<file path="config.mk">
export PLATFORM = sky130hd
export DESIGN_NAME = mra_queue
export DESIGN_NICKNAME = d
export VERILOG_FILES = /design/src/design/mra_pkg.sv /design/src/design/mra_queue.sv
export SDC_FILE = /design/constraint.sdc
export NUM_CORES = 1
export LEC_CHECK = 0
export ABC_CLOCK_PERIOD_IN_PS = 2600
export BUFFER_PORTS_ARGS = -buffer_cell sky130_fd_sc_hd__buf_2
export CORE_MARGIN = 5
export CORE_UTILIZATION = 56
export DETAILED_ROUTE_END_ITERATION = 12
export GPL_TIMING_DRIVEN = 0
export PLACE_DENSITY = 0.78
export SLEW_MARGIN = 20
export SYNTH_ARGS = -nofsm -noshare
export SYNTH_HDL_FRONTEND = slang
export SYNTH_SLANG_ARGS = --single-unit
</file>
<file path="constraint.sdc">
create_clock -name i_clk -period 2.6 [get_ports i_clk]
set_clock_uncertainty 0.1 [all_clocks]
set_input_delay 0.52 -clock i_clk [delete_from_list [all_inputs] [get_ports i_clk]]
set_output_delay 0.52 -clock i_clk [all_outputs]
set_load 0.01 [all_outputs]
</file>
<file path="src/design/mra_pkg.sv">
`timescale 1ns / 1ps
// ----------------------------------------------------------------------------
// mra_pkg
// Shared types and constants of the mouse report accelerator.
// ----------------------------------------------------------------------------
package mra_pkg;

    localparam int ACC_W   = 12;
    localparam int MAG_W   = 8;
    localparam int SUM_W   = 9;
    localparam int AXIS_W  = 8;
    localparam int BTN_W   = 3;
    localparam int TGT_W   = 3;
    localparam int APB_AW  = 3;
    localparam int APB_DW  = 32;
    localparam int Q_DEPTH = 4;
    localparam int Q_AW    = 2;

    localparam logic [ACC_W-1:0]  ACC_MAX  = 12'hfff;
    localparam logic [AXIS_W-1:0] AXIS_POS = 8'sd127;
    localparam logic [AXIS_W-1:0] AXIS_NEG = 8'h81;   // -127

    localparam logic [TGT_W-1:0] TGT_X     = 3'd0;
    localparam logic [TGT_W-1:0] TGT_Y     = 3'd1;
    localparam logic [TGT_W-1:0] TGT_WHEEL = 3'd2;
    localparam logic [TGT_W-1:0] TGT_BTN1  = 3'd3;
    localparam logic [TGT_W-1:0] TGT_BTN2  = 3'd4;
    localparam logic [TGT_W-1:0] TGT_BTN3  = 3'd5;

    localparam logic [BTN_W-1:0] BTN1_BIT = 3'b100;
    localparam logic [BTN_W-1:0] BTN2_BIT = 3'b010;
    localparam logic [BTN_W-1:0] BTN3_BIT = 3'b001;

    localparam logic REG_POS_STEP   = 1'b0;
    localparam logic REG_WHEEL_STEP = 1'b1;

    localparam logic [ACC_W-1:0] STEP_RESET = 12'd4;

    // classified definition as it sits in the queue
    typedef struct packed {
        logic              entry_valid;
        logic              sel_x;
        logic              sel_y;
        logic              sel_wheel;
        logic [BTN_W-1:0]  btn;
        logic              negative;
        logic [MAG_W-1:0]  magnitude;
        logic              use_accel;
        logic              frame_end;
        logic              timer_frame;
    } t_cls;

    typedef struct packed {
        logic [ACC_W-1:0] pos_step;
        logic [ACC_W-1:0] wheel_step;
    } t_steps;

    typedef struct packed {
        logic push;
    } t_qwr;

    typedef struct packed {
        logic valid;
    } t_qrd;

endpackage

</file>
<file path="src/design/mra_queue.sv">
`timescale 1ns / 1ps
// ----------------------------------------------------------------------------
// mra_queue
// Short register queue between the front and back parts.
// ----------------------------------------------------------------------------
module mra_queue
    import mra_pkg::*;
(
    input  logic i_clk,
    input  logic i_rst_n,
    input  logic i_push,
    input  t_cls i_cls,
    input  logic i_pop,
    output logic o_full,
    output t_qrd o_rd_valid,
    output t_cls o_cls
);

    t_cls            r_mem [Q_DEPTH];
    logic [Q_AW-1:0] r_wptr;
    logic [Q_AW-1:0] r_rptr;
    logic [Q_AW:0]   r_count;

    logic w_pop;

    assign o_full           = (r_count == (Q_AW+1)'(Q_DEPTH));
    assign w_pop            = i_pop && (r_count != '0);
    assign o_rd_valid.valid = (r_count != '0);
    assign o_cls            = r_mem[r_rptr];

    always_ff @(posedge i_clk) begin
        if (i_push) begin
            r_mem[r_wptr] <= i_cls;
        end
    end

    always_ff @(posedge i_clk) begin
        if (!i_rst_n) begin
            r_wptr  <= '0;
            r_rptr  <= '0;
            r_count <= '0;
        end else begin
            if (i_push) begin
                r_wptr <= r_wptr + 1'b1;
            end
            if (w_pop) begin
                r_rptr <= r_rptr + 1'b1;
            end
            case ({i_push, w_pop})
                2'b10:   r_count <= r_count + 1'b1;
                2'b01:   r_count <= r_count - 1'b1;
                default: r_count <= r_count;
            endcase
        end
    end

endmodule

</file>
==> impl_metrics.ini, run 1 <==
[clocking]
cts_num_sinks = 85
post-cts-setup-buffer-count = 0
clock_insertion_delay_worst_skew_ns = 0.35
clock_tree_from_tritoncts = yes
postCtsResizedCells = 0
htree_num_levels = 3
cts_stage_hold_buffer_count = 0
cts.path.max_buffers = 2
cts.root.buffer_cell = sky130_fd_sc_hd__clkbuf_8
cts.reportedPaths.clkPinSlew_ns = 0.07
cts_inserted_buffers = 9

[floorplanning]
fp.dieH_um = 86.19
fp.coreArea_sq_mm = 0.005574
floorplan.die_area_sq_mm = 0.007429
io_pins = 44
die_x_extent_um = 86.19
floorplan.initialDensity_pct = 58.32
rows = 27

[outcome]
run_status = complete, no violations

[detailed_routing]
drtPass1Iterations = 4
vias_per_cell = 5.623
post_drt_wl_per_cell_um = 20.16
routed_wl_um = 5565
drt-initial-drc-count = 133
drc = 0
ant_nets = 0
detailroute.via_count = 1552

[run]
drv_cap = 0

[critical_path]
slowest_delay_ns = 0.36
crit_path_end_kind = output pin
reg2regPathDepth = 7
cp-start-kind = flop
minimum_setup_slack_among_reg_to_reg_paths_ns = 0.49
number_of_stages_on_the_worst_setup_path = 4
worstReg2RegEnd = r_count[2]$_SDFFE_PN0P_
crit-reg2reg-launch = r_count[0]$_SDFFE_PN0P_
crit_type = flop to output pin
cpMostUsedCell = sky130_fd_sc_hd__buf_2
critical_path_arrival_ns = 1.72
critPathRequiredTime_ns = 1.98
largest_fanout_of_any_net_on_the_critical_path = 10
worstPathCellList = buf_2 -> buf_2 -> mux4_2 -> buf_2
cpLargestDelayFamily = buffers and inverters
cp_num_buf_inv = 3
critical_path_s_slowest_cell = sky130_fd_sc_hd__mux4_2

[global_route]
globalRouteOverflowTotal = 0
number_of_global_route_vias_before_repair = 1709
global_route.usage.total_pct = 16.64
grt_first_pass_wirelength_um = 8790
grt_antenna_before_repair = 0
grt_start_max_net_pins = 20

[final_layout]
syn_to_final_growth_pct = 14.74
layout_common_cells = sky130_fd_sc_hd__edfxtp_1, sky130_fd_sc_hd__buf_2, sky130_fd_sc_hd__mux4_2
num_antenna_cells = 0
layout.cells.most_common = sky130_fd_sc_hd__edfxtp_1
finish.net_count = 229
post_route_cells_drive_above_1_share_pct = 33.33

[power]
vdd.ir_drop.worst_mv = 0.4370
cellPowerDensity_mw_per_mm2 = 847.1
leakage_uw = 0.001311

[synth]
synth_xor_area_share_pct = 1.347
largest_family_of_logic_cells_by_synthesized_area = multiplexers
post_synth_mux_area_share_pct = 14.51
synth.avg_cell_area_sq_um = 22.26
net_count_after_synthesis = 175
synth-seq-area-share_pct = 75.75
post_synth_adder_cell_area_pct = 2.540
synth_area_in_compound_gates_pct = 1.078
yosysWarningCount = 0
synth_simple_gate_area_share_pct = 2.810
synthCells = 146
postSynthRegisterBits = 85
synth.lib_cells_used.distinct = 22
syn_area_sq_mm = 0.003251

[sta]
setup_ws_ns = 0.2597
final_hold_viol_count = 0
grt_setup_unrepaired = false
tns_ns = 0
min_period_over_period_pct = 90.01
max_freq_mhz = 427.3
drv_slew = 0
finalSetupViolCount = 0
relSlewSlack_pct = 28.72
period_needed_ns = 2.340
slew_at_the_pin_with_the_worst_max_slew_slack_ns = 1.069

[placement]
final_weighted_congestion_in_routability_driven_placement = 0.6915
hpwl_reported_at_the_end_of_detailed_placement_um = 3645
numPortBuffers = 43
pre_cts_ws_ns = 0.3368

[hold_path]
min_path_cells = 1
holdPathEnd = r_mem[1][6]$_DFFE_PP_
min_delay_startpoint = i_cls[6]
hold_class = input port to flop
==> kinds of logic after synthesis <==
group,Yosys count
AOI/OAI and AO/OA,5
xor gates and xnor gates,5
adders and majority gates,6
buffers and inverters,10
DFF,85
muxes,20
and+or+nand+nor,15
==> where the power goes <==
part	internal [uW]	switching [uW]	total (uW)
combinational	348	331	679
clock	439	410	849
sequential	1590	46.7	1630
total	2370	788	3160
==> cell type report <==
type | count | area (sq um)
buffer | 4 | 41.29
timing repair buffer | 43 | 215.2
inverter | 6 | 22.52
clock inverter | 2 | 35.03
tap | 72 | 90.09
sequential | 85 | 2462
fill | 379 | 1844
multi-input combinational | 51 | 724.4
clock buffer | 13 | 138.9
==> state kept, by name, summed over array words and instances (netlist names), named ones only <==
register  flops
r_mem        76
r_rptr        2
r_wptr        2
r_count       3
==> per-layer routing <==
layer	vias to the layer above	global-route usage (%)	part of all wire [%]
met5	-	0	0
met4	0	5.666	1.8
met3	9	7.034	6.3
met2	45	28.80	54
met1	801	18.56	38
li1	697	-	-
==> metrics by stage <==
step | instance area, sq um | total power [uW] | cells | hold WS (ns) | util, %
final | 3730 | 3160 | 276 | 0.2838 | 66.91
after global routing | 3730 | 3310 | 276 | 0.2732 | 66.91
after global placement | 3556 | 2308 | 261 | 0.4057 | 63.79
after floorplan | 3251 | 2120 | 146 | 0.3927 | -
after CTS | 3730 | 3190 | 276 | 0.2800 | 66.91
after detailed placement | 3556 | 2353 | 261 | 0.4454 | 63.79
==> worst max path at each step <==
stage	to	slack, ns
detailed placement	r_count[2]$_SDFFE_PN0P_	0.34
global route	o_cls[9]	0.15
CTS	o_cls[9]	0.23
global placement	r_count[2]$_SDFFE_PN0P_	0.46
floorplan	r_count[2]$_SDFFE_PN0P_	0.59
finish	o_cls[3]	0.26
==> synth_stat cells <==
cell | count | area [sq um]
sky130_fd_sc_hd__a21boi_0 | 1 | 7.510
sky130_fd_sc_hd__edfxtp_1 | 76 | 2282
sky130_fd_sc_hd__o21ai_0 | 2 | 10.01
sky130_fd_sc_hd__mux4_1 | 9 | 236.5
sky130_fd_sc_hd__ha_1 | 5 | 62.56
sky130_fd_sc_hd__xnor2_1 | 3 | 26.28
sky130_fd_sc_hd__o31a_1 | 1 | 8.760
sky130_fd_sc_hd__and2_1 | 8 | 50.05
sky130_fd_sc_hd__dfxtp_1 | 9 | 180.2
sky130_fd_sc_hd__buf_12 | 1 | 20.02
sky130_fd_sc_hd__nor2b_1 | 3 | 18.77
sky130_fd_sc_hd__or3_1 | 2 | 12.51
sky130_fd_sc_hd__and3_1 | 1 | 6.260
sky130_fd_sc_hd__o311ai_1 | 1 | 8.760
sky130_fd_sc_hd__xor2_1 | 2 | 17.52
sky130_fd_sc_hd__mux4_2 | 10 | 225.2
sky130_fd_sc_hd__mux2i_1 | 1 | 10.01
sky130_fd_sc_hd__inv_1 | 6 | 22.52
sky130_fd_sc_hd__buf_6 | 1 | 11.26
sky130_fd_sc_hd__fa_1 | 1 | 20.02
sky130_fd_sc_hd__nand2_1 | 1 | 3.750
sky130_fd_sc_hd__buf_2 | 2 | 10.01
Note: power is estimated with default switching activity, not from simulation.
==> inputs of run 2 (changes only) <==
--- a/config.mk
+++ b/config.mk
@@ -8,10 +8,10 @@
 export ABC_CLOCK_PERIOD_IN_PS = 2600
 export BUFFER_PORTS_ARGS = -buffer_cell sky130_fd_sc_hd__buf_2
 export CORE_MARGIN = 5
-export CORE_UTILIZATION = 56
+export CORE_UTILIZATION = 46
 export DETAILED_ROUTE_END_ITERATION = 12
 export GPL_TIMING_DRIVEN = 0
-export PLACE_DENSITY = 0.78
+export PLACE_DENSITY = 0.66
 export SLEW_MARGIN = 20
 export SYNTH_ARGS = -nofsm -noshare
 export SYNTH_HDL_FRONTEND = slang
==> constraint.sdc (replaced) <==
create_clock -name i_clk -period 2.6 [get_ports i_clk]
set_clock_uncertainty 0.1 [all_clocks]
set_input_delay 0.13 -clock i_clk [delete_from_list [all_inputs] [get_ports i_clk]]
set_output_delay 0.13 -clock i_clk [all_outputs]
set_load 0.01 [all_outputs]
==> run 2 against run 1 <==
Compared with the run above:
- clock power is 7.8% lower
- critical endpoint is now r_count[2]$_SDFFE_PN0P_
- largest cell class unchanged
- worst hold slack got worse by 0.24 ns
- fmax rose by 11%
- power shrank 1.5%
==> impl_metrics.ini, run 2 (same netlist as run 1, synthesis figures left out) <==
[placement]
final_weighted_congestion_in_routability_driven_placement = 0.7635
numPortBuffers = 43
hpwl_reported_at_the_end_of_detailed_placement_um = 3531
dp_cells = 285

[critical_path]
crit_type = flop to flop
reg2regPathDepth = 7
cpLargestDelayFamily = adder cells
critical_path_s_slowest_cell = sky130_fd_sc_hd__dfxtp_1
worstPathCellList = o31a_1 -> ha_1 -> inv_1 -> fa_1 -> xor2_1 -> or3_1 -> a21boi_0
minimum_setup_slack_among_reg_to_reg_paths_ns = 0.50
crit_path_end_kind = flop
crit-reg2reg-launch = r_count[0]$_SDFFE_PN0P_
cp-start-kind = flop
largest_fanout_of_any_net_on_the_critical_path = 5
critical_path_arrival_ns = 2.27
slowest_delay_ns = 0.42
worstReg2RegEnd = r_count[2]$_SDFFE_PN0P_
critPathRequiredTime_ns = 2.77
cp_num_buf_inv = 1
critical_path_startpoint = r_count[0]$_SDFFE_PN0P_

[clocking]
clock_tree_from_tritoncts = yes
cts_num_sinks = 85
htree_num_levels = 3
post-cts-setup-buffer-count = 0
cts.reportedPaths.clkPinSlew_ns = 0.07
cts_stage_hold_buffer_count = 20
cts_inserted_buffers = 9
clock_insertion_delay_worst_skew_ns = 0.34
postCtsResizedCells = 0
cts.path.max_buffers = 2
cts.root.buffer_cell = sky130_fd_sc_hd__clkbuf_8

[floorplanning]
io_pins = 44
fp.coreArea_sq_mm = 0.006832
floorplan.die_area_sq_mm = 0.008847
fp.dieH_um = 94.06
rows = 30
die_x_extent_um = 94.06
floorplan.initialDensity_pct = 47.58

[final_layout]
fillCellCount = 546
final-instance-count-excl-fill = 321
num_antenna_cells = 0
largestRegisters = r_mem x76, r_count x3
layout.cells.most_common = sky130_fd_sc_hd__edfxtp_1
syn_to_final_growth_pct = 21.48
layout_common_cells = sky130_fd_sc_hd__edfxtp_1, sky130_fd_sc_hd__buf_2, sky130_fd_sc_hd__dlygate4sd3_1
post_route_cells_drive_above_1_share_pct = 30.67
largest-register = r_mem
largest_reg_flops = 76
finish.net_count = 249

[sta]
drv_slew = 0
finalSetupViolCount = 0
grt_setup_unrepaired = false
fin_worst_hold_slack_ns = 0.04529
final_hold_viol_count = 0
tns_ns = 0
max_freq_mhz = 475.5
period_needed_ns = 2.103
relSlewSlack_pct = 30.63
slew_at_the_pin_with_the_worst_max_slew_slack_ns = 1.041
min_period_over_period_pct = 80.88

[detailed_routing]
drt-initial-drc-count = 47
ant_nets = 0
vias_per_cell = 4.975
detailroute.via_count = 1597
drtPass1Iterations = 4
routed_wl_um = 5441
post_drt_wl_per_cell_um = 16.95
drc = 0

[power]
internal-power_uw = 2325
clkPwrFrac_pct = 25.2
p_seq_share_pct = 52.4
cellPowerDensity_mw_per_mm2 = 788.1
vdd.ir_drop.worst_mv = 0.6197
p_comb_share_pct = 22.4
net-switching-power_uw = 787.2
switch_share_pct = 25.29
leakage_uw = 0.001392

[hold_path]
min_path_cells = 3
hold_class = input port to flop
holdPathEnd = r_wptr[1]$_SDFFE_PN0P_
min_delay_startpoint = i_push

[global_route]
grt_first_pass_wirelength_um = 8549
number_of_global_route_vias_before_repair = 1770
grt_start_max_net_pins = 20
globalRouteOverflowTotal = 0
grt_antenna_before_repair = 0
global_route.usage.total_pct = 13.50

[run]
drv_cap = 0

[outcome]
run_status = complete, no violations
[run 2: cell types whose count changed in the layout (fill, tap and decap cells not counted), sizes merged]
cell,change
dlygate4sd3,+20
bufinv,-1
clkbuf,+1
clkinv,+1
[run 2: worst max path at each step]
stage / end / slack, ns / depth (start not counted)
after global placement: r_count[2]$_SDFFE_PN0P_ / 0.67 / 7
after CTS: r_count[2]$_SDFFE_PN0P_ / 0.51 / 7
after detailed placement: r_count[2]$_SDFFE_PN0P_ / 0.53 / 7
final: r_count[2]$_SDFFE_PN0P_ / 0.50 / 7
after global routing: r_count[2]$_SDFFE_PN0P_ / 0.41 / 7
after floorplan: r_count[2]$_SDFFE_PN0P_ / 0.71 / 7
[run 2: worst reg2reg max path, delay by kind of cell, from the launching register on]
kind            cells  cell delay [ns]
compound gates      2             0.39
simple gates        1             0.32
flops               1             0.42
buf+inv             1             0.06
xor+xnor            1             0.16
fa+ha+maj           2             0.57
[run 2: area by class of cell]
cell class / instances / area, sq um / area share [%]
Inverter: 6 / 22.52 / 0.5703
Timing Repair Buffer: 63 / 415.4 / 10.52
Buffer: 4 / 41.29 / 1.046
Tap cell: 96 / 120.1 / 3.042
Multi-Input combinational cell: 51 / 724.4 / 18.35
Clock inverter: 2 / 10.01 / 0.2535
Clock buffer: 14 / 152.6 / 3.866
Sequential cell: 85 / 2462 / 62.36
[run 2: through the flow]
stage,area [sq um],utilization [%],setup slack [ns],power [uW]
detailed placement,3586,52.49,0.5329,2355
global placement,3586,52.49,0.6711,2314
CTS,3949,57.80,0.5125,3154
floorplan,3251,-,0.7149,2120
finish,3949,57.80,0.4971,3112
global route,3949,57.80,0.4083,3263
[run 2: power by group through the flow]
stage	registers [uW]	clock network, uW	logic, uW
2_1_floorplan	1650	0	473
3_3_place_gp	1650	0	663
3_5_place_dp	1660	0	693
4_1_cts	1630	804	719
5_1_grt	1640	864	762
6_report	1630	783	698
[run 2: metal layers]
metal  vias to the layer above  track usage (%)  share of wire, %
met2                        36            23.42                54
met4                         0            6.859               2.3
met1                       812            14.93                40
met3                        10            4.087               3.9
li1                        739                -                 -
met5                         -                0                 0
